$ cat config.mk
export PLATFORM = sky130hd
export DESIGN_NAME = shb_queue
export DESIGN_NICKNAME = d
export VERILOG_FILES = /design/src/hdl/shb_pkg.sv /design/src/hdl/shb_queue.sv
export SDC_FILE = /design/constraint.sdc
export NUM_CORES = 1
export LEC_CHECK = 0
export ABC_CLOCK_PERIOD_IN_PS = 32500
export CAP_MARGIN = 20
export CORE_AREA = 2 2 397 399
export CTS_BUF_LIST = sky130_fd_sc_hd__clkbuf_4
export DETAILED_ROUTE_END_ITERATION = 10
export DIE_AREA = 0 0 399 401
export DONT_BUFFER_PORTS = 1
export PLACE_DENSITY = 0.34
export SETUP_SLACK_MARGIN = 0.1
export SLEW_MARGIN = 15
export SYNTH_ARGS = -nofsm -noshare
export SYNTH_HDL_FRONTEND = slang
export SYNTH_SLANG_ARGS = --single-unit
$ cat constraint.sdc
create_clock -name clock -period 32.5 [get_ports clock]
set_input_delay 1.625 -clock clock [delete_from_list [all_inputs] [get_ports clock]]
set_output_delay 1.625 -clock clock [all_outputs]
set_load 0.01 [all_outputs]
$ cat src/hdl/shb_pkg.sv
// shared types, constants and round functions for the sha-256 core
// no dependencies
`timescale 1ns / 1ps
`default_nettype none
package shb_pkg;

   typedef logic [15:0][31:0] blk_type;
   typedef logic [7:0][31:0]  hash_type;

   // one block handed from front to back
   typedef struct packed {
      logic    final_blk;
      blk_type blk;
   } job_type;

   // queue status seen by both sides
   typedef struct packed {
      logic nonempty;
      logic full;
   } qstat_type;

   typedef enum logic [2:0] {
      FR_IDLE = 3'b001,
      FR_PAD  = 3'b010,
      FR_LEN  = 3'b100
   } front_state_type;

   typedef enum logic [2:0] {
      BK_IDLE  = 3'b001,
      BK_ROUND = 3'b010,
      BK_DONE  = 3'b100
   } back_state_type;

   localparam logic [7:0] PAD_BYTE = 8'h80;
   localparam int unsigned LEN_POS = 56;

   localparam hash_type IV_HASH = {
      32'h5be0cd19, 32'h1f83d9ab, 32'h9b05688c, 32'h510e527f,
      32'ha54ff53a, 32'h3c6ef372, 32'hbb67ae85, 32'h6a09e667
   };

   function automatic logic [31:0] rotr(input logic [31:0] v, input int unsigned amt);
      return (v >> amt) | (v << (32 - amt));
   endfunction

   function automatic logic [31:0] ssig0(input logic [31:0] x);
      return rotr(x, 7) ^ rotr(x, 18) ^ (x >> 3);
   endfunction

   function automatic logic [31:0] ssig1(input logic [31:0] x);
      return rotr(x, 17) ^ rotr(x, 19) ^ (x >> 10);
   endfunction

   function automatic logic [31:0] bsig0(input logic [31:0] x);
      return rotr(x, 2) ^ rotr(x, 13) ^ rotr(x, 22);
   endfunction

   function automatic logic [31:0] bsig1(input logic [31:0] x);
      return rotr(x, 6) ^ rotr(x, 11) ^ rotr(x, 25);
   endfunction

   function automatic logic [31:0] round_k(input logic [5:0] r);
      logic [31:0] k;
      case (r)
         6'd0:  k = 32'h428a2f98;  6'd1:  k = 32'h71374491;
         6'd2:  k = 32'hb5c0fbcf;  6'd3:  k = 32'he9b5dba5;
         6'd4:  k = 32'h3956c25b;  6'd5:  k = 32'h59f111f1;
         6'd6:  k = 32'h923f82a4;  6'd7:  k = 32'hab1c5ed5;
         6'd8:  k = 32'hd807aa98;  6'd9:  k = 32'h12835b01;
         6'd10: k = 32'h243185be;  6'd11: k = 32'h550c7dc3;
         6'd12: k = 32'h72be5d74;  6'd13: k = 32'h80deb1fe;
         6'd14: k = 32'h9bdc06a7;  6'd15: k = 32'hc19bf174;
         6'd16: k = 32'he49b69c1;  6'd17: k = 32'hefbe4786;
         6'd18: k = 32'h0fc19dc6;  6'd19: k = 32'h240ca1cc;
         6'd20: k = 32'h2de92c6f;  6'd21: k = 32'h4a7484aa;
         6'd22: k = 32'h5cb0a9dc;  6'd23: k = 32'h76f988da;
         6'd24: k = 32'h983e5152;  6'd25: k = 32'ha831c66d;
         6'd26: k = 32'hb00327c8;  6'd27: k = 32'hbf597fc7;
         6'd28: k = 32'hc6e00bf3;  6'd29: k = 32'hd5a79147;
         6'd30: k = 32'h06ca6351;  6'd31: k = 32'h14292967;
         6'd32: k = 32'h27b70a85;  6'd33: k = 32'h2e1b2138;
         6'd34: k = 32'h4d2c6dfc;  6'd35: k = 32'h53380d13;
         6'd36: k = 32'h650a7354;  6'd37: k = 32'h766a0abb;
         6'd38: k = 32'h81c2c92e;  6'd39: k = 32'h92722c85;
         6'd40: k = 32'ha2bfe8a1;  6'd41: k = 32'ha81a664b;
         6'd42: k = 32'hc24b8b70;  6'd43: k = 32'hc76c51a3;
         6'd44: k = 32'hd192e819;  6'd45: k = 32'hd6990624;
         6'd46: k = 32'hf40e3585;  6'd47: k = 32'h106aa070;
         6'd48: k = 32'h19a4c116;  6'd49: k = 32'h1e376c08;
         6'd50: k = 32'h2748774c;  6'd51: k = 32'h34b0bcb5;
         6'd52: k = 32'h391c0cb3;  6'd53: k = 32'h4ed8aa4a;
         6'd54: k = 32'h5b9cca4f;  6'd55: k = 32'h682e6ff3;
         6'd56: k = 32'h748f82ee;  6'd57: k = 32'h78a5636f;
         6'd58: k = 32'h84c87814;  6'd59: k = 32'h8cc70208;
         6'd60: k = 32'h90befffa;  6'd61: k = 32'ha4506ceb;
         6'd62: k = 32'hbef9a3f7;  6'd63: k = 32'hc67178f2;
         default: k = 32'h0;
      endcase
      return k;
   endfunction

endpackage
`default_nettype wire

$ cat src/hdl/shb_queue.sv
// two-entry block queue between intake and compression engine
// depends on shb_pkg
`timescale 1ns / 1ps
`default_nettype none
module shb_queue (
   input  wire                clock,
   input  wire                reset,
   input  wire                push,
   input  shb_pkg::job_type   push_job,
   input  wire                pop,
   output shb_pkg::job_type   head_job,
   output shb_pkg::qstat_type q_stat
);
   import shb_pkg::*;

   job_type    ent_ff [2];
   logic       wr_ff, rd_ff;
   logic [1:0] cnt_ff;

   assign head_job        = ent_ff[rd_ff];
   assign q_stat.nonempty = (cnt_ff != 2'd0);
   assign q_stat.full     = (cnt_ff == 2'd2);

   always_ff @(posedge clock) begin
      if (reset) begin
         wr_ff  <= 1'b0;
         rd_ff  <= 1'b0;
         cnt_ff <= '0;
      end else begin
         if (push) wr_ff <= ~wr_ff;
         if (pop)  rd_ff <= ~rd_ff;
         cnt_ff <= cnt_ff + {1'b0, push} - {1'b0, pop};
      end
   end

   always_ff @(posedge clock) begin
      if (push) ent_ff[wr_ff] <= push_job;
   end

endmodule
`default_nettype wire

==> impl_metrics.tcl <==
set metrics [dict create \
    peakVddDrop_v 0.00002981 \
    netSwitchingFraction_pct 24.07 \
    design.core.area_um2 155700 \
    synth_top_area_share_pct 82.33 \
    syn_avg_cell_area_um2 23.14 \
    leakagePower_nw 13.94 \
    via_per_inst 4.066 \
    area_growth_pct 15.50 \
    cts_buffers 304 \
    cts_buffer_depth 4 \
    tightest_slew_ns 1.080 \
    post_cts_resized 0 \
    synth-simple-area-share_pct 0.1237 \
    antenna_found_initial 18 \
    slew_violations 0 \
    dr.pass1.iters 5 \
    cp.required_ns 30.87 \
    initialDrtViolationCount 982 \
    netlist_area_um2 37420 \
    synth_top_family_by_area "multiplexers" \
    grt_pass1_vias 18100 \
    portBuffers 0 \
    sequentialPowerShare_pct 53.2 \
    clkLatencyLatePin_ns 1.19 \
    final.min_clock_period_ns 7.669 \
    finalCritPeriodShare_pct 23.60 \
    tns_ns 0 \
    met1_length_um 33530 \
    synth_mux_area_share_pct 15.44 \
    grt_max_degree 78 \
    antenna_left 0 \
    fmaxAchievable_mhz 130.4 \
    rsz0062_at_grt "no" \
    ctsHoldBuffers 0 \
    cts_setup_buffers 0 \
    regArea_um2 30910 \
    hold_path.class "register to register" \
    setup_violations 0 \
    critical_path.max_fanout 75 \
    fill_cells 15560 \
    relSlewSlack_pct 27.97 \
    wl_per_cell_um 25.66 \
    fin_util_pct 27.77 \
    internal-power_w 0.002251 \
    nets 2411 \
    multi_input_area_um2 5898 \
    core.rowCount 145 \
    combPwrFrac_pct 8.0 \
    ys_seq_area_share_pct 82.60 \
    die_h_um 401 \
    synth_top_area_cell "edfxtp_1" \
    h-tree-depth 5 \
    dieArea_um2 160000 \
    drv_cap 0 \
    drcViolationCount 0 \
    status "finished, final reports clean" \
    met2WireLength_um 56310 \
    cts_tree "built" \
    synth-adder-area-share_pct 0.06687 \
    power_switching_w 0.0007134 \
    ys_ff_latch 1031 \
    yosysWarnings 0 \
    fin_skew_ns 0.07816 \
    syn_nets 2136 \
    synthDistinctLibCells 13 \
    worst-endpoint-arrival_ns 6.04 \
    dpl.hpwl_um 74310 \
    hold_viol 0 \
    die_w_um 399 \
    cts.sinks 1031 \
    p_clk_share_pct 38.8 \
    clk_pin_slew_ns 0.06 \
    boundaryPins 1032 \
    vias 16910 \
    synth_compound_area_share_pct 0 \
    syn_inst 1617 \
    start_util_pct 24.04 \
    grt_pass1_wl_um 141800 \
    top_layer "met5" \
    crit_type "register to primary output" \
    critical_path.startpoint_type "register" \
    holdWs_ns 0.4969 \
    track_usage_pct 12.78 \
    synth_xor_area_share_pct 0.1070 \
    powerDensity_nw_per_um2 68.58 \
    wl_um 106700 \
    synth_area_leaders "edfxtp_1 82%, mux2_2 15%, buf_6 1.6%" \
    globalRouteOverflowTotal 0 \
    gp_congestion 0.8137 \
    met3_length_um 14040 \
    drive_above_1_share_pct 47.38 \
    cts-root-buf "clkbuf_4" \
    crit_path_end_kind "primary output" \
]
[worst paths after layout]
kind / endpoint / slack, ns / depth (start not counted) / start
max reg2reg: ent_ff[1][154]$_DFFE_PP_ / 28.25 / 4 / wr_ff$_SDFFE_PP0P_
max: head_job[18] / 24.83 / 5 / register
min: register / 0.50 / 2 / rd_ff$_SDFFE_PP0P_
min reg2reg: register / 0.50 / 2 / rd_ff$_SDFFE_PP0P_
[cells by family (layout without fill, tap and decap cells)]
| family | count (synthesis) | after routing |
|---|---|---|
| muxes | 513 | 513 |
| and+or+nand+nor | 9 | 9 |
| xor gates and xnor gates | 3 | 3 |
| other | 0 | 18 |
| adders and majority gates | 2 | 2 |
| DFF | 1031 | 1031 |
| buffers and inverters | 59 | 525 |
[power by group through the flow]
stage | sequential, W | clock (W) | combinational [W]
after global routing | 0.00158 | 0.00127 | 0.000252
after global placement | 0.00161 | 0 | 0.000242
after detailed placement | 0.00161 | 0 | 0.000244
after floorplan | 0.00165 | 0 | 0.000186
final | 0.00158 | 0.00115 | 0.000237
after CTS | 0.00158 | 0.00121 | 0.000245
[area by class of cell]
class | count | area share [%]
diodes | 18 | 0.1042
flip-flops and latches | 1031 | 71.52
inverters | 2 | 0.01737
multi-input cells | 527 | 13.65
clock buffers | 427 | 7.416
well taps | 2058 | 5.957
clock inverters | 70 | 0.7642
repair buffers | 26 | 0.5732
[cell usage after synthesis (all sizes together)]
cell / n
and2: 1
buf: 57
dfxtp: 5
edfxtp: 1026
ha: 2
inv: 2
mux2: 513
nor2: 4
nor2b: 3
or2: 1
xnor2: 2
xnor3: 1
[metrics by stage]
step | worst slack (ns) | power, W | cell area [µm²] | instances
global placement | 26.02 | 0.001850 | 39570 | 3641
finish | 24.83 | 0.002964 | 43220 | 4159
floorplan | 7.419 | 0.001839 | 37420 | 1617
CTS | 24.52 | 0.003034 | 43100 | 4138
global route | 24.26 | 0.003111 | 43210 | 4153
detailed placement | 25.89 | 0.001851 | 39570 | 3641
[worst max-delay path, stage by stage, from the launching register on]
cell	delay (ns)
dfxtp_4	0.92
buf_4	0.67
buf_4	0.81
buf_4	0.82
buf_4	0.80
mux2_2	0.47
[routing by layer]
layer	GRT usage (%)	vias up
li1	-	7204
met1	11.71	8462
met2	22.70	986
met3	7.760	239
met4	4.914	18
met5	0	-
[registers in the layout, indices dropped and copies added (netlist names), named ones only]
| name | flops |
|---|---|
| ent_ff | 1026 |
| cnt_ff | 2 |
| rd_ff | 1 |
| wr_ff | 1 |
[layout by cell type, fill, tap and decap left out, types with 2 or more instances in the layout]
| cell | netlist | routed |
|---|---|---|
| edfxtp_1 | 1026 | 1026 |
| ha_1 | 2 | 2 |
| buf_4 | 0 | 23 |
| clkbuf_4 | 0 | 427 |
| bufinv_16 | 0 | 2 |
| dfxtp_1 | 5 | 4 |
| inv_2 | 0 | 6 |
| diode_2 | 0 | 18 |
| clkinv_2 | 0 | 8 |
| inv_1 | 2 | 2 |
| xnor2_1 | 2 | 2 |
| nor2b_1 | 3 | 2 |
| clkinv_1 | 0 | 53 |
| nor2_1 | 4 | 4 |
| mux2_2 | 513 | 513 |
| buf_16 | 0 | 2 |
Note: power is estimated with default switching activity, not from simulation.
