## src/hdl/shb_pkg.sv

```systemverilog
// shared types, constants and round functions for the sha-256 core
// no dependencies
`timescale 1ns / 1ps
`default_nettype none
package shb_pkg;

   typedef logic [15:0][31:0] blk_type;
   typedef logic [7:0][31:0]  hash_type;

   // one block handed from front to back
   typedef struct packed {
      logic    final_blk;
      blk_type blk;
   } job_type;

   // queue status seen by both sides
   typedef struct packed {
      logic nonempty;
      logic full;
   } qstat_type;

   typedef enum logic [2:0] {
      FR_IDLE = 3'b001,
      FR_PAD  = 3'b010,
      FR_LEN  = 3'b100
   } front_state_type;

   typedef enum logic [2:0] {
      BK_IDLE  = 3'b001,
      BK_ROUND = 3'b010,
      BK_DONE  = 3'b100
   } back_state_type;

   localparam logic [7:0] PAD_BYTE = 8'h80;
   localparam int unsigned LEN_POS = 56;

   localparam hash_type IV_HASH = {
      32'h5be0cd19, 32'h1f83d9ab, 32'h9b05688c, 32'h510e527f,
      32'ha54ff53a, 32'h3c6ef372, 32'hbb67ae85, 32'h6a09e667
   };

   function automatic logic [31:0] rotr(input logic [31:0] v, input int unsigned amt);
      return (v >> amt) | (v << (32 - amt));
   endfunction

   function automatic logic [31:0] ssig0(input logic [31:0] x);
      return rotr(x, 7) ^ rotr(x, 18) ^ (x >> 3);
   endfunction

   function automatic logic [31:0] ssig1(input logic [31:0] x);
      return rotr(x, 17) ^ rotr(x, 19) ^ (x >> 10);
   endfunction

   function automatic logic [31:0] bsig0(input logic [31:0] x);
      return rotr(x, 2) ^ rotr(x, 13) ^ rotr(x, 22);
   endfunction

   function automatic logic [31:0] bsig1(input logic [31:0] x);
      return rotr(x, 6) ^ rotr(x, 11) ^ rotr(x, 25);
   endfunction

   function automatic logic [31:0] round_k(input logic [5:0] r);
      logic [31:0] k;
      case (r)
         6'd0:  k = 32'h428a2f98;  6'd1:  k = 32'h71374491;
         6'd2:  k = 32'hb5c0fbcf;  6'd3:  k = 32'he9b5dba5;
         6'd4:  k = 32'h3956c25b;  6'd5:  k = 32'h59f111f1;
         6'd6:  k = 32'h923f82a4;  6'd7:  k = 32'hab1c5ed5;
         6'd8:  k = 32'hd807aa98;  6'd9:  k = 32'h12835b01;
         6'd10: k = 32'h243185be;  6'd11: k = 32'h550c7dc3;
         6'd12: k = 32'h72be5d74;  6'd13: k = 32'h80deb1fe;
         6'd14: k = 32'h9bdc06a7;  6'd15: k = 32'hc19bf174;
         6'd16: k = 32'he49b69c1;  6'd17: k = 32'hefbe4786;
         6'd18: k = 32'h0fc19dc6;  6'd19: k = 32'h240ca1cc;
         6'd20: k = 32'h2de92c6f;  6'd21: k = 32'h4a7484aa;
         6'd22: k = 32'h5cb0a9dc;  6'd23: k = 32'h76f988da;
         6'd24: k = 32'h983e5152;  6'd25: k = 32'ha831c66d;
         6'd26: k = 32'hb00327c8;  6'd27: k = 32'hbf597fc7;
         6'd28: k = 32'hc6e00bf3;  6'd29: k = 32'hd5a79147;
         6'd30: k = 32'h06ca6351;  6'd31: k = 32'h14292967;
         6'd32: k = 32'h27b70a85;  6'd33: k = 32'h2e1b2138;
         6'd34: k = 32'h4d2c6dfc;  6'd35: k = 32'h53380d13;
         6'd36: k = 32'h650a7354;  6'd37: k = 32'h766a0abb;
         6'd38: k = 32'h81c2c92e;  6'd39: k = 32'h92722c85;
         6'd40: k = 32'ha2bfe8a1;  6'd41: k = 32'ha81a664b;
         6'd42: k = 32'hc24b8b70;  6'd43: k = 32'hc76c51a3;
         6'd44: k = 32'hd192e819;  6'd45: k = 32'hd6990624;
         6'd46: k = 32'hf40e3585;  6'd47: k = 32'h106aa070;
         6'd48: k = 32'h19a4c116;  6'd49: k = 32'h1e376c08;
         6'd50: k = 32'h2748774c;  6'd51: k = 32'h34b0bcb5;
         6'd52: k = 32'h391c0cb3;  6'd53: k = 32'h4ed8aa4a;
         6'd54: k = 32'h5b9cca4f;  6'd55: k = 32'h682e6ff3;
         6'd56: k = 32'h748f82ee;  6'd57: k = 32'h78a5636f;
         6'd58: k = 32'h84c87814;  6'd59: k = 32'h8cc70208;
         6'd60: k = 32'h90befffa;  6'd61: k = 32'ha4506ceb;
         6'd62: k = 32'hbef9a3f7;  6'd63: k = 32'hc67178f2;
         default: k = 32'h0;
      endcase
      return k;
   endfunction

endpackage
`default_nettype wire

```

## src/hdl/shb_back.sv

```systemverilog
// compression engine: one round per cycle, chaining words and digest beat buffer
// depends on shb_pkg
`timescale 1ns / 1ps
`default_nettype none
module shb_back (
   input  wire                clock,
   input  wire                reset,
   input  shb_pkg::qstat_type q_stat,
   input  shb_pkg::job_type   head_job,
   output logic               pop,
   output logic               rsp_valid,
   input  wire                rsp_stall,
   output logic [31:0]        rsp_digest_word,
   output logic               rsp_last_word
);
   import shb_pkg::*;

   back_state_type state_ff;
   logic [31:0]    w_ff [16];
   logic [31:0]    wv_ff [8];
   hash_type       chain_ff;
   hash_type       sum;
   logic [5:0]     rnd_ff;
   logic           final_ff;
   logic [31:0]    ob_ff [8];
   logic [3:0]     ob_cnt_ff;
   logic [31:0]    w_new, t1, t2;
   logic           out_take, fin_take;

   assign w_new = ssig1(w_ff[14]) + w_ff[9] + ssig0(w_ff[1]) + w_ff[0];
   assign t1 = wv_ff[7] + bsig1(wv_ff[4])
             + ((wv_ff[4] & wv_ff[5]) ^ (~wv_ff[4] & wv_ff[6]))
             + round_k(rnd_ff) + w_ff[0];
   assign t2 = bsig0(wv_ff[0])
             + ((wv_ff[0] & wv_ff[1]) ^ (wv_ff[0] & wv_ff[2]) ^ (wv_ff[1] & wv_ff[2]));

   always_comb begin
      for (int i = 0; i < 8; i++) sum[i] = chain_ff[i] + wv_ff[i];
   end

   assign pop      = (state_ff == BK_IDLE) && q_stat.nonempty;
   assign fin_take = (state_ff == BK_DONE) && (!final_ff || ob_cnt_ff == 4'd0);

   assign rsp_valid       = (ob_cnt_ff != 4'd0);
   assign rsp_digest_word = ob_ff[0];
   assign rsp_last_word   = (ob_cnt_ff == 4'd1);
   assign out_take        = rsp_valid && !rsp_stall;

   always_ff @(posedge clock) begin
      if (reset) begin
         state_ff  <= BK_IDLE;
         chain_ff  <= IV_HASH;
         ob_cnt_ff <= '0;
      end else begin
         unique case (state_ff)
            BK_IDLE:  if (pop) state_ff <= BK_ROUND;
            BK_ROUND: if (rnd_ff == 6'd63) state_ff <= BK_DONE;
            BK_DONE: begin
               if (fin_take) begin
                  state_ff <= BK_IDLE;
                  chain_ff <= final_ff ? IV_HASH : sum;
               end
            end
            default: state_ff <= BK_IDLE;
         endcase
         if (fin_take && final_ff) begin
            ob_cnt_ff <= 4'd8;
         end else if (out_take) begin
            ob_cnt_ff <= ob_cnt_ff - 4'd1;
         end
      end
   end

   always_ff @(posedge clock) begin
      if (pop) begin
         for (int i = 0; i < 16; i++) w_ff[i] <= head_job.blk[i];
         for (int i = 0; i < 8; i++)  wv_ff[i] <= chain_ff[i];
         rnd_ff   <= '0;
         final_ff <= head_job.final_blk;
      end else if (state_ff == BK_ROUND) begin
         for (int i = 0; i < 15; i++) w_ff[i] <= w_ff[i+1];
         w_ff[15] <= w_new;
         wv_ff[7] <= wv_ff[6];
         wv_ff[6] <= wv_ff[5];
         wv_ff[5] <= wv_ff[4];
         wv_ff[4] <= wv_ff[3] + t1;
         wv_ff[3] <= wv_ff[2];
         wv_ff[2] <= wv_ff[1];
         wv_ff[1] <= wv_ff[0];
         wv_ff[0] <= t1 + t2;
         rnd_ff   <= rnd_ff + 6'd1;
      end
      if (fin_take && final_ff) begin
         for (int i = 0; i < 8; i++) ob_ff[i] <= sum[i];
      end else if (out_take) begin
         for (int i = 0; i < 7; i++) ob_ff[i] <= ob_ff[i+1];
      end
   end

endmodule
`default_nettype wire

```

## config.mk

```make
export PLATFORM = sky130hd
export DESIGN_NAME = shb_back
export DESIGN_NICKNAME = d
export VERILOG_FILES = /design/src/hdl/shb_pkg.sv /design/src/hdl/shb_back.sv
export SDC_FILE = /design/constraint.sdc
export NUM_CORES = 2
export LEC_CHECK = 0
export BUFFER_PORTS_ARGS = -buffer_cell sky130_fd_sc_hd__buf_4
export CAP_MARGIN = 30
export CORE_MARGIN = 1
export CORE_UTILIZATION = 63
export DETAILED_ROUTE_END_ITERATION = 16
export GPL_ROUTABILITY_DRIVEN = 0
export PLACE_DENSITY = 0.83
export SLEW_MARGIN = 20
export SYNTH_ARGS = -nofsm -noshare
export SYNTH_HDL_FRONTEND = slang
export SYNTH_SLANG_ARGS = --single-unit
```

## constraint.sdc

```tcl
create_clock -name clock -period 44.1 [get_ports clock]
set_input_delay 6.615 -clock clock [delete_from_list [all_inputs] [get_ports clock]]
set_output_delay 6.615 -clock clock [all_outputs]
set_load 0.05 [all_outputs]
```

==> impl_metrics.toml <==
[die]
overall_die_area_sq_mm = 0.128
die_h_um = 358
core-area_sq_mm = 0.126
floorplan.io_pins = 553
row_count = 130
initial_core_util_pct = 63.6
fp.dieW_um = 358

[cells_and_area]
final_core_utilization_pct = 71.5
flow.area_growth_from_synthesis_pct = 12.4
post_route_cells_drive_above_1_share_pct = 10.3
layout.nets = 10063
final_cell_area_sq_mm = 0.0899
fill_cells = 8933
fin_cells = 10744

[route]
routed_wirelength_mm = 260
vias = 68055
avgViaCountPerCell = 6.33
route.detailed.wl_per_inst_um = 24.2
count_of_routing_violations_after_the_opening_detailed_route_iteration = 10225
route.antenna.remaining_nets = 0
drt_pass1_iterations = 13
route.detailed.drc = 0

[clocking]
cts_post_setup_buffers_inserted = 0
ctsResizeCount = 0
worst_setup_hold_path_clk_slew_ns = 0.06
cts_inserted_buffers = 144
clock_tree.root_cell = "sky130_fd_sc_hd__clkbuf_16"
clock_tree.buffer_depth = 3
cts.hold.buffers_added = 0
cts_tree = "built"
cts.htree.levels = 4
worst_skew_pair.late_latency_ns = 0.81
clock_sinks = 1326

[setup_path]
worst-endpoint-required_ns = 37.49
regToRegEndpoint = "wv_ff[0][31]"
setup.worst_path.end_class = "output pin"
crit_path_cell_trace = "buf_4 -> nand4bb_4 -> inv_6 -> buf_4"
worstPathBufferInverterCount = 3
timing.critical_path.arrival_ns = 7.97
critical-path-slowest-cell = "sky130_fd_sc_hd__inv_6"
timing.setup.critical_path_class = "input pin to output pin"
cpPeakStageDelay_ns = 0.50
timing.critical_path.from_type = "input pin"
path_common_cell = "sky130_fd_sc_hd__buf_4"
crit_start = "q_stat[1]"
r2r_start = "wv_ff[1][26]"
rr_worst_depth = 31
worst_path_dominant_cell_family = "buffers and inverters"
cp_max_fo = 44
reg2reg_slack_ns = 34.94

[outcome]
outcome = "complete, no violations"

[run]
cap_viol_max_count = 0

[synth]
ys_async_sr_fraction_pct = 0
synth_cell_types = 95
syn_area_per_cell_sq_um = 9.24
synth.yosys.warnings = 0
syn_inst = 8657
synth_seq_cells = 1326
synth.net_count = 9761
number_of_flops_mapped_to_enable_cells_by_yosys = 1025
ys.flop_type = "sky130_fd_sc_hd__edfxtp_1"
sequential_area_share_after_synthesis_pct = 46.0
syn-cell-area_sq_mm = 0.0800

[timing]
share_of_the_clock_period_used_by_the_worst_path_pct = 33.1
max_freq_mhz = 68.5
maxSlewViolCount = 0
finalSetupViolCount = 0
timing.final.hold_violations = 0
grt_setup_unrepaired = "false"
worst_pin_slew_ns = 1.21
remaining_max_slew_budget_at_the_tightest_pin_pct = 19.5
clock_skew_ns = 0.0293
final.min_clock_period_ns = 14.59
total_negative_slack_for_setup_checks_ns = 0
worst_case_setup_margin_in_the_final_layout_ns = 29.51

[power_and_ir_drop]
power.switching_fraction_pct = 46.3
internal_power_mw = 4.12
power.static_leakage_nw = 38.3
irDropWorstVdd_mv = 0.177
sequential_power_share_pct = 22.5
power.switching_mw = 3.54
clockPowerShare_pct = 15.9
power_density_mw_per_mm2 = 85.2
power.combinational.fraction_pct = 61.6

[min_path]
hold_end = "chain_ff[153]"
timing.hold.worst_path_depth = 2
min-delay-path-class = "flip-flop to flip-flop"
min-delay-start = "chain_ff[153]"

[grt]
number_of_global_route_vias_before_repair = 65422
grt_overflow = 0
antenna_found_initial = 21
total_routing_resource_utilization_after_global_routing_pct = 39.9
grt_pass1_wl_mm = 384
largest_net_degree_at_the_start_of_global_routing = 213

[placed_design]
dp_hpwl_mm = 183
preCtsSetupSlack_ns = 29.51
port-buffer-count = 551
dpl.cell_count = 10452
detailed_place.area_sq_mm = 0.0849
## area by class of cell
type	instances	area, sq um	area share [%]
Antenna cell	20	50.0	0.0557
Clock buffer	194	3910	4.35
Clock inverter	67	714	0.795
Inverter	313	1190	1.32
Multi-Input combinational cell	6544	40200	44.7
Sequential cell	1326	36800	41.0
Tap cell	1650	2060	2.30
Timing Repair Buffer	630	4960	5.52
## placed cells by master, fill, tap and decap left out, drive strengths merged, types with 13 or more instances in the layout
master / Yosys / layout
buf: 78 / 630
a22oi: 71 / 71
a31oi: 33 / 33
o311ai: 17 / 17
nor2: 361 / 361
edfxtp: 1025 / 1025
o21ai: 453 / 453
clkinv: 3 / 47
clkbuf: 396 / 194
nor3: 67 / 67
xor2: 169 / 169
a221oi: 16 / 16
a21o: 201 / 201
o21a: 44 / 44
nand3: 102 / 102
nand4: 26 / 26
a311oi: 15 / 15
o22ai: 13 / 13
xnor2: 434 / 434
ha: 391 / 391
and2: 20 / 20
a211o: 14 / 14
inv: 310 / 316
a22o: 34 / 34
dfxtp: 301 / 301
nor2b: 44 / 44
a21boi: 17 / 17
o211ai: 101 / 101
a211oi: 47 / 47
mux2: 50 / 50
o31a: 22 / 22
o21bai: 52 / 52
nand2: 2818 / 2818
diode: 0 / 20
fa: 195 / 195
o31ai: 25 / 25
a21oi: 411 / 411
and3: 40 / 40
or3: 22 / 22
nand2b: 61 / 61
## per-layer routing
layer	track usage [%]	wire length, um	vias to the layer above
met5	0	43	-
met2	60.3	115000	4661
met3	11.2	32400	1203
met1	48.2	88900	31874
li1	-	-	30311
met4	31.7	24100	6
## Yosys cell counts (61+ instances only)
cell type                  instances  area, sq um
sky130_fd_sc_hd__a21o_1          201         1510
sky130_fd_sc_hd__nand2b_1         61          382
sky130_fd_sc_hd__xor2_1          169         1480
sky130_fd_sc_hd__fa_1            195         3900
sky130_fd_sc_hd__a21oi_1         410         2050
sky130_fd_sc_hd__nand3_1         102          510
sky130_fd_sc_hd__xnor2_1         434         3800
sky130_fd_sc_hd__o211ai_1        101          758
sky130_fd_sc_hd__clkbuf_1        396         1490
sky130_fd_sc_hd__edfxtp_1       1025        30800
sky130_fd_sc_hd__inv_1           307         1150
sky130_fd_sc_hd__nor3_1           67          335
sky130_fd_sc_hd__a22oi_1          71          533
sky130_fd_sc_hd__nor2_1          361         1360
sky130_fd_sc_hd__ha_1            391         4890
sky130_fd_sc_hd__dfxtp_1         301         6030
sky130_fd_sc_hd__o21ai_0         427         2140
sky130_fd_sc_hd__nand2_1        2818        10600
## metrics by stage
stage               power (mW)  hold slack (ns)
floorplan                 5.09            0.453
global placement          6.09            0.462
detailed placement        6.25            0.474
CTS                       7.51            0.486
global route              8.12            0.505
finish                    7.66            0.483
## flip-flops by register name, summed over array words and instances (netlist names), named ones only
| register | cells |
|---|---|
| w_ff | 512 |
| chain_ff | 256 |
| ob_ff | 256 |
| wv_ff | 256 |
| rnd_ff | 6 |
| ob_cnt_ff | 4 |
| state_ff | 3 |
| final_ff | 1 |
## worst register-to-register path, delay by kind of cell, from the launching register on
family / cells / cell delay, ns
compound gates: 13 / 3.25
fa+ha+maj: 7 / 2.71
flops: 1 / 0.66
simple gates: 3 / 0.65
xor+xnor: 5 / 1.43
buf+inv: 3 / 0.19
## logic make-up after synthesis
logic type      synth area share (%)
compound gates                  13.5
simple gates                    18.2
buf+inv                         3.86
flops                           46.0
mux                            0.807
fa+ha+maj                       11.0
xor+xnor                        6.66
## worst max-delay path by stage
stage	endpoint	cells after the start
after CTS	pop	4
final	pop	4
after detailed placement	pop	4
after floorplan	w_ff[0][0]	5
after global routing	pop	4
after global placement	pop	4
## power by group through the flow
stage                     clock (mW)  combinational [mW]  sequential, mW
after global placement             0                4.35            1.74
after floorplan                    0                3.34            1.76
after detailed placement           0                4.50            1.74
after CTS                       1.21                4.58            1.72
after global routing            1.26                5.12            1.73
final                           1.21                4.72            1.73
Power figures use the tool's default switching activity.
