$ cat config.mk
export PLATFORM = sky130hd
export DESIGN_NAME = shb_front
export DESIGN_NICKNAME = d
export VERILOG_FILES = /design/src/hdl/shb_pkg.sv /design/src/hdl/shb_front.sv
export SDC_FILE = /design/constraint.sdc
export NUM_CORES = 1
export LEC_CHECK = 0
export ABC_CLOCK_PERIOD_IN_PS = 3960
export BUFFER_PORTS_ARGS = -buffer_cell sky130_fd_sc_hd__buf_2
export CAP_MARGIN = 20
export CORE_ASPECT_RATIO = 0.75
export CORE_UTILIZATION = 35
export CTS_BUF_LIST = sky130_fd_sc_hd__clkbuf_8 sky130_fd_sc_hd__clkbuf_16
export CTS_CLUSTER_SIZE = 40
export DETAILED_ROUTE_END_ITERATION = 7
export GPL_TIMING_DRIVEN = 1
export HOLD_SLACK_MARGIN = 0.03
export PLACE_DENSITY = 0.53
export SETUP_SLACK_MARGIN = 0.02
export SLEW_MARGIN = 20
export SYNTH_ARGS = -nofsm -noshare
export SYNTH_HDL_FRONTEND = slang
export SYNTH_SLANG_ARGS = --single-unit
$ cat constraint.sdc
create_clock -name clock -period 3.96 [get_ports clock]
set_input_delay 0.396 -clock clock [delete_from_list [all_inputs] [get_ports clock]]
set_output_delay 0.396 -clock clock [all_outputs]
set_load 0.02 [all_outputs]
$ cat src/hdl/shb_pkg.sv
// shared types, constants and round functions for the sha-256 core
// no dependencies
`timescale 1ns / 1ps
`default_nettype none
package shb_pkg;

   typedef logic [15:0][31:0] blk_type;
   typedef logic [7:0][31:0]  hash_type;

   // one block handed from front to back
   typedef struct packed {
      logic    final_blk;
      blk_type blk;
   } job_type;

   // queue status seen by both sides
   typedef struct packed {
      logic nonempty;
      logic full;
   } qstat_type;

   typedef enum logic [2:0] {
      FR_IDLE = 3'b001,
      FR_PAD  = 3'b010,
      FR_LEN  = 3'b100
   } front_state_type;

   typedef enum logic [2:0] {
      BK_IDLE  = 3'b001,
      BK_ROUND = 3'b010,
      BK_DONE  = 3'b100
   } back_state_type;

   localparam logic [7:0] PAD_BYTE = 8'h80;
   localparam int unsigned LEN_POS = 56;

   localparam hash_type IV_HASH = {
      32'h5be0cd19, 32'h1f83d9ab, 32'h9b05688c, 32'h510e527f,
      32'ha54ff53a, 32'h3c6ef372, 32'hbb67ae85, 32'h6a09e667
   };

   function automatic logic [31:0] rotr(input logic [31:0] v, input int unsigned amt);
      return (v >> amt) | (v << (32 - amt));
   endfunction

   function automatic logic [31:0] ssig0(input logic [31:0] x);
      return rotr(x, 7) ^ rotr(x, 18) ^ (x >> 3);
   endfunction

   function automatic logic [31:0] ssig1(input logic [31:0] x);
      return rotr(x, 17) ^ rotr(x, 19) ^ (x >> 10);
   endfunction

   function automatic logic [31:0] bsig0(input logic [31:0] x);
      return rotr(x, 2) ^ rotr(x, 13) ^ rotr(x, 22);
   endfunction

   function automatic logic [31:0] bsig1(input logic [31:0] x);
      return rotr(x, 6) ^ rotr(x, 11) ^ rotr(x, 25);
   endfunction

   function automatic logic [31:0] round_k(input logic [5:0] r);
      logic [31:0] k;
      case (r)
         6'd0:  k = 32'h428a2f98;  6'd1:  k = 32'h71374491;
         6'd2:  k = 32'hb5c0fbcf;  6'd3:  k = 32'he9b5dba5;
         6'd4:  k = 32'h3956c25b;  6'd5:  k = 32'h59f111f1;
         6'd6:  k = 32'h923f82a4;  6'd7:  k = 32'hab1c5ed5;
         6'd8:  k = 32'hd807aa98;  6'd9:  k = 32'h12835b01;
         6'd10: k = 32'h243185be;  6'd11: k = 32'h550c7dc3;
         6'd12: k = 32'h72be5d74;  6'd13: k = 32'h80deb1fe;
         6'd14: k = 32'h9bdc06a7;  6'd15: k = 32'hc19bf174;
         6'd16: k = 32'he49b69c1;  6'd17: k = 32'hefbe4786;
         6'd18: k = 32'h0fc19dc6;  6'd19: k = 32'h240ca1cc;
         6'd20: k = 32'h2de92c6f;  6'd21: k = 32'h4a7484aa;
         6'd22: k = 32'h5cb0a9dc;  6'd23: k = 32'h76f988da;
         6'd24: k = 32'h983e5152;  6'd25: k = 32'ha831c66d;
         6'd26: k = 32'hb00327c8;  6'd27: k = 32'hbf597fc7;
         6'd28: k = 32'hc6e00bf3;  6'd29: k = 32'hd5a79147;
         6'd30: k = 32'h06ca6351;  6'd31: k = 32'h14292967;
         6'd32: k = 32'h27b70a85;  6'd33: k = 32'h2e1b2138;
         6'd34: k = 32'h4d2c6dfc;  6'd35: k = 32'h53380d13;
         6'd36: k = 32'h650a7354;  6'd37: k = 32'h766a0abb;
         6'd38: k = 32'h81c2c92e;  6'd39: k = 32'h92722c85;
         6'd40: k = 32'ha2bfe8a1;  6'd41: k = 32'ha81a664b;
         6'd42: k = 32'hc24b8b70;  6'd43: k = 32'hc76c51a3;
         6'd44: k = 32'hd192e819;  6'd45: k = 32'hd6990624;
         6'd46: k = 32'hf40e3585;  6'd47: k = 32'h106aa070;
         6'd48: k = 32'h19a4c116;  6'd49: k = 32'h1e376c08;
         6'd50: k = 32'h2748774c;  6'd51: k = 32'h34b0bcb5;
         6'd52: k = 32'h391c0cb3;  6'd53: k = 32'h4ed8aa4a;
         6'd54: k = 32'h5b9cca4f;  6'd55: k = 32'h682e6ff3;
         6'd56: k = 32'h748f82ee;  6'd57: k = 32'h78a5636f;
         6'd58: k = 32'h84c87814;  6'd59: k = 32'h8cc70208;
         6'd60: k = 32'h90befffa;  6'd61: k = 32'ha4506ceb;
         6'd62: k = 32'hbef9a3f7;  6'd63: k = 32'hc67178f2;
         default: k = 32'h0;
      endcase
      return k;
   endfunction

endpackage
`default_nettype wire

$ cat src/hdl/shb_front.sv
// byte intake: packs bytes into blocks, counts them and builds padding blocks
// depends on shb_pkg
`timescale 1ns / 1ps
`default_nettype none
module shb_front #(
   parameter int COUNT_WIDTH = 61
) (
   input  wire                   clock,
   input  wire                   reset,
   input  wire                   req_valid,
   output logic                  req_stall,
   input  wire  [7:0]            req_data_byte,
   input  wire                   req_no_byte,
   input  wire                   req_last,
   input  shb_pkg::qstat_type    q_stat,
   output logic                  push,
   output shb_pkg::job_type      push_job
);
   import shb_pkg::*;

   front_state_type        state_ff, state_in;
   logic [31:0]            blk_ff [16];
   logic [COUNT_WIDTH-1:0] cnt_ff, cnt_in;
   logic [5:0]             pos;
   logic                   acc;
   logic [63:0]            bit_len;
   blk_type                raw_blk, pad_blk, len_blk;
   logic [5:0]             p;

   assign pos     = cnt_ff[5:0];
   assign bit_len = 64'({cnt_ff, 3'b000});
   assign acc     = req_valid && !req_stall;
   assign req_stall = (state_ff != FR_IDLE) || q_stat.full;

   always_comb begin
      for (int i = 0; i < 16; i++) begin
         raw_blk[i] = blk_ff[i];
         len_blk[i] = '0;
         for (int j = 0; j < 4; j++) begin
            p = 6'(i * 4 + j);
            if (p < pos) begin
               pad_blk[i][8*(3-j) +: 8] = blk_ff[i][8*(3-j) +: 8];
            end else if (p == pos) begin
               pad_blk[i][8*(3-j) +: 8] = PAD_BYTE;
            end else begin
               pad_blk[i][8*(3-j) +: 8] = '0;
            end
         end
      end
      // length goes in the tail when it fits
      if (pos < 6'(LEN_POS)) begin
         pad_blk[14] = bit_len[63:32];
         pad_blk[15] = bit_len[31:0];
      end
      len_blk[14] = bit_len[63:32];
      len_blk[15] = bit_len[31:0];
   end

   always_comb begin
      state_in = state_ff;
      cnt_in   = cnt_ff;
      push     = 1'b0;
      push_job = '{final_blk: 1'b0, blk: raw_blk};
      unique case (state_ff)
         FR_IDLE: begin
            if (acc) begin
               if (!req_no_byte) begin
                  cnt_in = cnt_ff + 1'b1;
                  if (pos == 6'd63) begin
                     push = 1'b1;
                     push_job.blk[15][7:0] = req_data_byte;
                  end
               end
               if (req_last) begin
                  state_in = FR_PAD;
               end
            end
         end
         FR_PAD: begin
            if (!q_stat.full) begin
               push = 1'b1;
               push_job.blk = pad_blk;
               if (pos < 6'(LEN_POS)) begin
                  push_job.final_blk = 1'b1;
                  cnt_in   = '0;
                  state_in = FR_IDLE;
               end else begin
                  state_in = FR_LEN;
               end
            end
         end
         FR_LEN: begin
            if (!q_stat.full) begin
               push = 1'b1;
               push_job = '{final_blk: 1'b1, blk: len_blk};
               cnt_in   = '0;
               state_in = FR_IDLE;
            end
         end
         default: state_in = FR_IDLE;
      endcase
   end

   always_ff @(posedge clock) begin
      if (reset) begin
         state_ff <= FR_IDLE;
         cnt_ff   <= '0;
      end else begin
         state_ff <= state_in;
         cnt_ff   <= cnt_in;
      end
   end

   always_ff @(posedge clock) begin
      if (state_ff == FR_IDLE && acc && !req_no_byte) begin
         blk_ff[pos[5:2]][{~pos[1:0], 3'b000} +: 8] <= req_data_byte;
      end
   end

endmodule
`default_nettype wire

==> flow_summary.toml, run 1 <==
[outcome]
status = "complete, no violations"

[layout]
drive_above_1_share_pct = 30.5
fillers = 6440
fin_nets = 2540
area_growth_pct = 26.6
fin_util_pct = 44.7
seq_area_um2 = 16700
multi_input_area_um2 = 7100

[synth]
syn_area_um2 = 24200
synth-edff-count = 512
synth_cells = 1874
synth_seq_cells = 576
ys_types = 70
yosysMostFrequentCell = "edfxtp_1"
synthTopCellsByCount = "512 x edfxtp_1, 249 x and2_1, 188 x nor2b_1, 169 x nor2_1, 128 x nand2_1"
synthTopCellsByArea = "edfxtp_1 64%, and2_1 6.4%, dfxtp_1 5.3%, nor2b_1 4.9%, nor2_1 2.6%"
async_flop_share_pct = 0
synthFlopType = "edfxtp_1"
synth_top_area_share_pct = 63.5
seq_area_frac_synth_pct = 68.8
synth_fp_nets = 1894
yosysWarnings = 0
synth_area_per_cell_um2 = 12.9
synth_area_leader_cell = "edfxtp_1"

[floorplanning]
core_um2 = 68400
placementRows = 83
ioPinCount = 530
fp.dieW_um = 306
initial_core_util_pct = 35.4
die-area_um2 = 70200
die_y_um = 230

[sta]
hold_viol = 0
fmax_mhz = 260
rsz0062_at_grt = "true"
maxSlewViolCount = 0
fin_hold_ws_ns = 0.110
skew_ns = 0.0254
tightest_slew_ns = 1.08
setup_tns_ns = 0
period_minus_slack_ns = 3.85
setup_viol = 0
min_period_over_period_pct = 97.2
slew_headroom_pct = 27.7

[worst_setup_path]
worst-path-max-fanout = 13
critPathLaunchType = "flip-flop"
worstSetupPathType = "flip-flop to primary output"
required_ns = 3.56
endpoint_kind = "primary output"
worst_ep_arrival_time_ns = 3.45

[grt]
grt_pass1_wl_um = 126000
grt_usage_pct = 25.2
grt_pass1_vias = 17300
overflow = 0
grt_max_degree = 58
antenna_found_initial = 18

[routing]
drc_errors = 0
drt_wl_total_um = 91300
vias = 18200
dr.first_iter.drc_count = 1613
ant_nets = 0
drtPass1Iterations = 5
avgViaCountPerCell = 5.25
avgRoutedWirePerCell_um = 26.4

[power_and_ir_drop]
p_per_area_nw_per_um2 = 410
ir_drop_uv = 329
fin_total_pwr_mw = 12.6
power_leakage_nw = 11.2

[clock_tree]
clock_latency_ns = 0.64
cts_tree = "done"
htreeDepth = 2
cts_num_sinks = 576
post-cts-setup-buffers = 0
numCtsBuffers = 60
clock_path_buffers = 3
path_clk_slew_ns = 0.06
cts_root_buf = "clkbuf_16"

[placed_design]
gp_congestion = 0.965
numPortBuffers = 528
hpwl_um = 66600

[flow_run]
maxCapViolations = 0

[min_path]
hp-class = "primary input to flip-flop"
metal layers:
metal	part of all wire, %	wire (um)	GRT usage, %
met2	46	41600	39.0
met5	0.061	56	0
met4	3.0	2740	7.82
met1	42	38300	34.1
met3	9.4	8630	7.14
layout by cell type (no fill, tap or decap), types with 5 or more instances in the layout:
| master | count |
|---|---|
| and4_1 | 7 |
| clkinv_1 | 8 |
| a31oi_1 | 11 |
| nor2_1 | 163 |
| xnor2_1 | 32 |
| clkinv_2 | 11 |
| buf_4 | 119 |
| a32o_1 | 11 |
| o21ai_0 | 44 |
| nor2_2 | 11 |
| nand2_1 | 128 |
| ha_1 | 5 |
| buf_2 | 528 |
| nor4_1 | 21 |
| xor2_1 | 20 |
| o22ai_1 | 16 |
| dfxtp_1 | 64 |
| nand3_1 | 31 |
| a21oi_1 | 46 |
| inv_1 | 55 |
| nand2b_1 | 7 |
| and3_1 | 20 |
| bufinv_16 | 5 |
| nand4_1 | 19 |
| or3_1 | 6 |
| clkbuf_16 | 62 |
| and2_1 | 249 |
| edfxtp_1 | 512 |
| nor2b_1 | 187 |
| o31ai_1 | 6 |
| a22o_1 | 54 |
| o21ai_2 | 6 |
| clkbuf_8 | 5 |
| nor3_1 | 19 |
logic make-up (layout without fill, tap and decap cells):
family | Yosys count | count (layout) | synth area share, %
AOI/OAI and AO/OA | 234 | 234 | 6.69
xor gates and xnor gates | 52 | 52 | 1.88
adders and majority gates | 5 | 5 | 0.259
buffers and inverters | 111 | 806 | 2.03
DFF | 576 | 576 | 68.8
other | 0 | 3 | 0
and+or+nand+nor | 896 | 896 | 20.3
cell type report:
class	instances	area share (%)
diodes	3	0.0245
clock buffers	67	5.29
clock inverters	44	1.18
inverters	45	0.552
multi-input cells	1187	23.2
flip-flops and latches	576	54.4
well taps	892	3.64
repair buffers	650	11.7
power breakdown:
part	switching, mW	total, mW	leakage (nW)	internal, mW
Clock	2.46	5.72	1.01	3.25
Sequential	0.00547	6.58	4.93	6.58
Combinational	0.212	0.268	5.21	0.0556
what timing repair did:
item,in CTS,in global routing
hold endpoints to repair,2,0
hold buffers,1,0
pin swaps,0,0
cloned,0,0
gates resized for setup,3,10
endpoints found under the setup margin,20,52
final timing paths:
kind	start	to	slack, ns	depth (start not counted)
max	state_ff[1]$_SDFFE_PP0P_	push_job[469]	0.11	7
min	req_last	state_ff[1]$_SDFFE_PP0P_	0.11	3
max reg2reg	state_ff[0]$_SDFFE_PP1P_	blk_ff[10][13]$_DFFE_PP_	0.71	5
min reg2reg	cnt_ff[42]$_SDFFE_PP0P_	cnt_ff[42]$_SDFFE_PP0P_	0.56	2
worst max-delay path, stage by stage, from the launching register on:
cell and delay, ns:
dfxtp_1 0.54, and2b_1 0.27, and2b_1 0.45, buf_4 0.32, nand2_1 0.26, o21ai_2 0.48, a22o_1 0.29, buf_2 0.18
sequential cells by signal (all words and copies together) (netlist names):
| name | cells |
|---|---|
| cnt_ff | 61 |
| blk_ff | 512 |
| state_ff | 3 |
metrics by stage:
| stage | setup slack [ns] | instances | area (um^2) |
|---|---|---|---|
| 2_1_floorplan | 1.48 | 1874 | 24200 |
| 3_3_place_gp | 0.580 | 3349 | 28600 |
| 3_5_place_dp | 0.520 | 3349 | 28600 |
| 4_1_cts | 0.0523 | 3461 | 30600 |
| 5_1_grt | 0.000625 | 3461 | 30600 |
| 6_report | 0.112 | 3464 | 30600 |
No activity file was read; power rests on OpenSTA's default activity.
==> run 2: changes to the inputs <==
--- a/config.mk
+++ b/config.mk
@@ -8,6 +8,8 @@
 export ABC_CLOCK_PERIOD_IN_PS = 3960
 export BUFFER_PORTS_ARGS = -buffer_cell sky130_fd_sc_hd__buf_2
 export CAP_MARGIN = 20
+export CELL_PAD_IN_SITES_DETAIL_PLACEMENT = 2
+export CELL_PAD_IN_SITES_GLOBAL_PLACEMENT = 2
 export CORE_ASPECT_RATIO = 0.75
 export CORE_UTILIZATION = 35
 export CTS_BUF_LIST = sky130_fd_sc_hd__clkbuf_8 sky130_fd_sc_hd__clkbuf_16
@@ -15,9 +17,8 @@
 export DETAILED_ROUTE_END_ITERATION = 7
 export GPL_TIMING_DRIVEN = 1
 export HOLD_SLACK_MARGIN = 0.03
-export PLACE_DENSITY = 0.53
+export PLACE_DENSITY = 0.74
 export SETUP_SLACK_MARGIN = 0.02
-export SLEW_MARGIN = 20
 export SYNTH_ARGS = -nofsm -noshare
 export SYNTH_HDL_FRONTEND = slang
 export SYNTH_SLANG_ARGS = --single-unit
==> run 2 against run 1 <==
Against the previous run: clock-buffer cell count is 8 lower; clock skew is 0.0068 ns higher; sequential cell count stayed put; critical path depth is 1 lower; setup slack worse by 0.084 ns; final cell count is 0.58% higher; sequential share of layout area is 0.055 points lower; register-to-register slack worse by 0.15 ns; largest cell class unchanged; total power is 1.6% lower; die area stayed put.
==> flow_summary.toml, run 2 (same netlist as run 1, synthesis figures left out) <==
[outcome]
status = "complete, no violations"

[floorplanning]
die-area_um2 = 70200
placementRows = 83
die_y_um = 230
fp.dieW_um = 306
ioPinCount = 530
core_um2 = 68400
initial_core_util_pct = 35.4

[clock_tree]
cts_tree = "done"
cts_root_buf = "clkbuf_16"
htreeDepth = 2
cts_num_sinks = 576
clock_path_buffers = 3
clock_latency_ns = 0.65
numCtsBuffers = 58
path_clk_slew_ns = 0.07

[worst_setup_path]
cp_slowest_stage_delay_ns = 0.69
critPathSlowestCell = "dfxtp_1"
reg2reg_slack_ns = 0.56
r2r_start = "state_ff[0]$_SDFFE_PP1P_"
crit_chain = "buf_4, and2_1, nand3_1, o21ai_1, a22o_1, buf_2"
regToRegEndpoint = "blk_ff[5][9]$_DFFE_PP_"
rr_worst_depth = 5
critPathLaunchType = "flip-flop"
required_ns = 3.56
worstSetupPathType = "flip-flop to primary output"
worst-path-max-fanout = 17
endpoint_kind = "primary output"
worst_ep_arrival_time_ns = 3.54

[min_path]
hp-start = "req_last"
holdPathEnd = "state_ff[1]$_SDFFE_PP0P_"
hp-class = "primary input to flip-flop"
worstHoldPathCells = 3

[grt]
overflow = 0
grt_usage_pct = 29.2
grt_max_degree = 57
grt_use_met1_pct = 36.6
use_met3_pct = 7.75
grt_pass1_wl_um = 147000
gr-usage-met2_pct = 49.7
antenna_found_initial = 16
top_usage_layer = "met2"
grt_pass1_vias = 20000

[sta]
setup_tns_ns = 0
skew_ns = 0.0322
period_minus_slack_ns = 3.93
tightest_slew_ns = 1.05
min_period_over_period_pct = 99.3
setup_viol = 0
rsz0062_at_grt = "true"
fmax_mhz = 254
maxSlewViolCount = 0
fin_hold_ws_ns = 0.0892
hold_viol = 0
slew_headroom_pct = 29.1

[layout]
drive_above_1_share_pct = 30.6
largest_reg_flops = 512
area_growth_pct = 26.7
final_common_cell = "buf_2"
fin_nets = 2562
final_cell_mix = "528 x buf_2, 512 x edfxtp_1, 249 x and2_1"

[routing]
avgViaCountPerCell = 5.42
ant_nets = 0
avgRoutedWirePerCell_um = 30.1
drc_errors = 0
drtPass1Iterations = 5
drt_wl_total_um = 105000
dr.first_iter.drc_count = 1535
vias = 18900

[placed_design]
gp_congestion = 0.926
numPortBuffers = 528
hpwl_um = 76400

[power_and_ir_drop]
ir_drop_uv = 313
p_per_area_nw_per_um2 = 403
fin_total_pwr_mw = 12.4
power_leakage_nw = 11.2

[flow_run]
maxCapViolations = 0
## run 2: layout make-up
cell class / instances / area [um^2]
diodes: 3 / 7.51
clock buffers: 59 / 1470
inverters: 45 / 169
well taps: 892 / 1120
fillers: 6902 / 37800
repair buffers: 673 / 3750
multi-input cells: 1188 / 7130
clock inverters: 48 / 363
flip-flops and latches: 576 / 16700
## run 2: metrics by stage
stage / worst slack, ns / utilization (%) / cell area (um^2) / instances
2_1_floorplan: 1.48 / - / 24200 / 1874
3_3_place_gp: 0.515 / 42.0 / 28700 / 3370
3_5_place_dp: 0.517 / 42.0 / 28700 / 3371
4_1_cts: 0.0254 / 44.7 / 30600 / 3481
5_1_grt: -0.000298 / 44.8 / 30700 / 3483
6_report: 0.0283 / 44.8 / 30700 / 3484
## run 2: layer usage
layer	vias to the layer above	part of all wire, %
li1	8063	-
met3	175	8.3
met2	791	49
met1	9845	40
met5	-	0.025
met4	4	2.9
## run 2: how the worst max path moves through the flow
stage | start | cells past startpoint | end | slack [ns]
CTS | state_ff[1]$_SDFFE_PP0P_ | 10 | push_job[189] | 0.03
finish | cnt_ff[4]$_SDFFE_PP0P_ | 6 | push_job[502] | 0.03
global route | cnt_ff[4]$_SDFFE_PP0P_ | 6 | push_job[502] | -0.0003
global placement | state_ff[0]$_SDFFE_PP1P_ | 7 | push_job[61] | 0.52
detailed placement | q_stat[0] | 6 | blk_ff[5][9]$_DFFE_PP_ | 0.52
floorplan | q_stat[0] | 6 | push_job[484] | 1.48
## run 2: critical path, delay by kind of cell (launching register included)
kind / cells / cell delay [ns]
AO/OA/AOI/OAI: 2 / 0.93
flip-flops: 1 / 0.69
buffers and inverters: 2 / 0.52
AND/OR/NAND/NOR: 2 / 0.74
## run 2: what timing repair did
action	4_1_cts	5_1_grt
pin swaps	1	0
hold buffers	1	0
gates resized for setup	10	10
cloned	1	0
setup buffers	1	0
endpoints found under the setup margin	54	57
hold endpoints to repair	1	0
## run 2: power breakdown
part | leakage, nW | internal (mW) | switching (mW) | total [mW]
Clock | 0.967 | 3.00 | 2.49 | 5.49
Combinational | 5.33 | 0.0596 | 0.228 | 0.288
Sequential | 4.94 | 6.58 | 0.00597 | 6.58
Total | 11.2 | 9.64 | 2.73 | 12.4
==> run 3: changes to the inputs <==
==> constraint.sdc (replaced) <==
create_clock -name clock -period 3.96 [get_ports clock]
set_input_delay 0.198 -clock clock [delete_from_list [all_inputs] [get_ports clock]]
set_output_delay 0.198 -clock clock [all_outputs]
set_load 0.02 [all_outputs]
==> run 3 against run 2 <==
Against the previous run: via count shrank 1.3%; setup slack gained 0.072 ns; routed wire length is essentially flat.
==> flow_summary.toml, run 3 (same netlist as run 1, synthesis figures left out) <==
[sta]
period_minus_slack_ns = 3.86
fmax_mhz = 259
fin_hold_ws_ns = 0.0841
skew_ns = 0.0283
rsz0062_at_grt = "false"
tightest_slew_ns = 1.13
slew_headroom_pct = 24.8
setup_viol = 0
maxSlewViolCount = 0
setup_slack_ns = 0.101
hold_viol = 0
min_period_over_period_pct = 97.5
setup_tns_ns = 0

[worst_setup_path]
worstSetupPathType = "flip-flop to primary output"
crit_chain = "or3b_4, nor2_2, nand2_1, o21ai_0, buf_2"
rr_worst_depth = 5
required_ns = 3.76
critPathSlowestCell = "or3b_4"
r2r_start = "state_ff[0]$_SDFFE_PP1P_"
regToRegEndpoint = "blk_ff[12][20]$_DFFE_PP_"
worst-path-max-fanout = 30
cp_slowest_stage_delay_ns = 0.65
reg2reg_slack_ns = 0.50
critPathLaunchType = "flip-flop"
worst_ep_arrival_time_ns = 3.66
endpoint_kind = "primary output"

[clock_tree]
htreeDepth = 2
cts_num_sinks = 576
clock_latency_ns = 0.66
cts_root_buf = "clkbuf_16"
path_clk_slew_ns = 0.07
cts_tree = "done"
numCtsBuffers = 59
clock_path_buffers = 3

[layout]
largest_reg_flops = 512
final_cell_mix = "528 x buf_2, 512 x edfxtp_1, 249 x and2_1"
area_growth_pct = 26.0
drive_above_1_share_pct = 29.5
fin_nets = 2531
fillers = 6985
fin_cells = 3454
final_common_cell = "buf_2"
finish.instance_area_um2 = 30500

[grt]
grt_pass1_wl_um = 147000
grt_max_degree = 57
grt_pass1_vias = 19700
antenna_found_initial = 9
overflow = 0
grt_usage_pct = 29.3

[routing]
vias = 18600
drc_errors = 0
ant_nets = 0
top_layer = "met5"
drtPass1Iterations = 5
dr_wl_met3_um = 9220
avgViaCountPerCell = 5.39
drt_wl_total_um = 105000
dr.first_iter.drc_count = 1474
dr_wl_met2_um = 50900
met1Wirelength_um = 41400
avgRoutedWirePerCell_um = 30.4

[min_path]
holdPathEnd = "blk_ff[14][25]$_DFFE_PP_"
hp-start = "req_data_byte[1]"
hp-class = "primary input to flip-flop"
worstHoldPathCells = 2

[placed_design]
gp_congestion = 0.938
post_dp_cell_area_um2 = 28400
hpwl_um = 77000
dp_slack_ns = 0.651
dp.cells = 3330
numPortBuffers = 528

[floorplanning]
ioPinCount = 530
initial_core_util_pct = 35.4
die-area_um2 = 70200
fp.dieW_um = 306
die_y_um = 230
placementRows = 83
core_um2 = 68400

[flow_run]
maxCapViolations = 0

[power_and_ir_drop]
power_leakage_nw = 11.1
p_per_area_nw_per_um2 = 407
ir_drop_uv = 323

[outcome]
status = "complete, no violations"
[run 3: timing repair]
| item | CTS | global route |
|---|---|---|
| setup endpoints to repair | 34 | 115 |
| setup buffers | 0 | 2 |
| gates resized for setup | 1 | 13 |
| hold endpoints to repair | 9 | 0 |
| cloned | 1 | 0 |
| pin swaps | 1 | 1 |
| hold buffers | 8 | 0 |
[run 3: worst max path at each step]
stage | cells past startpoint | start | to
6_report | 5 | state_ff[1]$_SDFFE_PP0P_ | push_job[415]
5_1_grt | 7 | state_ff[1]$_SDFFE_PP0P_ | push_job[282]
4_1_cts | 9 | state_ff[1]$_SDFFE_PP0P_ | push_job[446]
3_5_place_dp | 7 | state_ff[1]$_SDFFE_PP0P_ | push_job[458]
3_3_place_gp | 7 | state_ff[1]$_SDFFE_PP0P_ | push_job[458]
2_1_floorplan | 7 | state_ff[2]$_SDFFE_PP0P_ | blk_ff[5][0]$_DFFE_PP_
[run 3: area by class of cell]
type / count / area (um^2) / area share, %
Antenna cell: 3 / 7.51 / 0.0246
Clock buffer: 62 / 1520 / 4.98
Clock inverter: 47 / 345 / 1.13
Inverter: 45 / 169 / 0.554
Multi-Input combinational cell: 1188 / 7110 / 23.3
Sequential cell: 576 / 16700 / 54.6
Tap cell: 892 / 1120 / 3.66
Timing Repair Buffer: 641 / 3560 / 11.7
[run 3: through the flow]
step                      utilization, %  power, mW
final                               44.6       12.4
after global routing                44.5       12.7
after CTS                           44.4       12.5
after detailed placement            41.6       6.99
after global placement              41.5       6.98
after floorplan                        -       6.83
[run 3: worst max-delay path, delay by kind of cell, from the launching register on]
kind                   cells  cell delay (ns)
DFF                        1             0.57
and+or+nand+nor            3             1.49
buffers and inverters      1             0.28
AOI/OAI and AO/OA          1             0.65
[run 3: metal layers]
metal  vias to the layer above  global-route usage (%)
met1                      9647                    36.2
met4                         4                    9.38
li1                       8004                       -
met2                       791                    49.2
met5                         -                       0
met3                       185                    8.41
[run 3: report_power, final]
group	leakage, nW	switching, mW	internal (mW)	total, mW
Clock	0.949	2.51	3.03	5.54
Sequential	4.94	0.00586	6.58	6.58
Combinational	5.17	0.226	0.0600	0.286
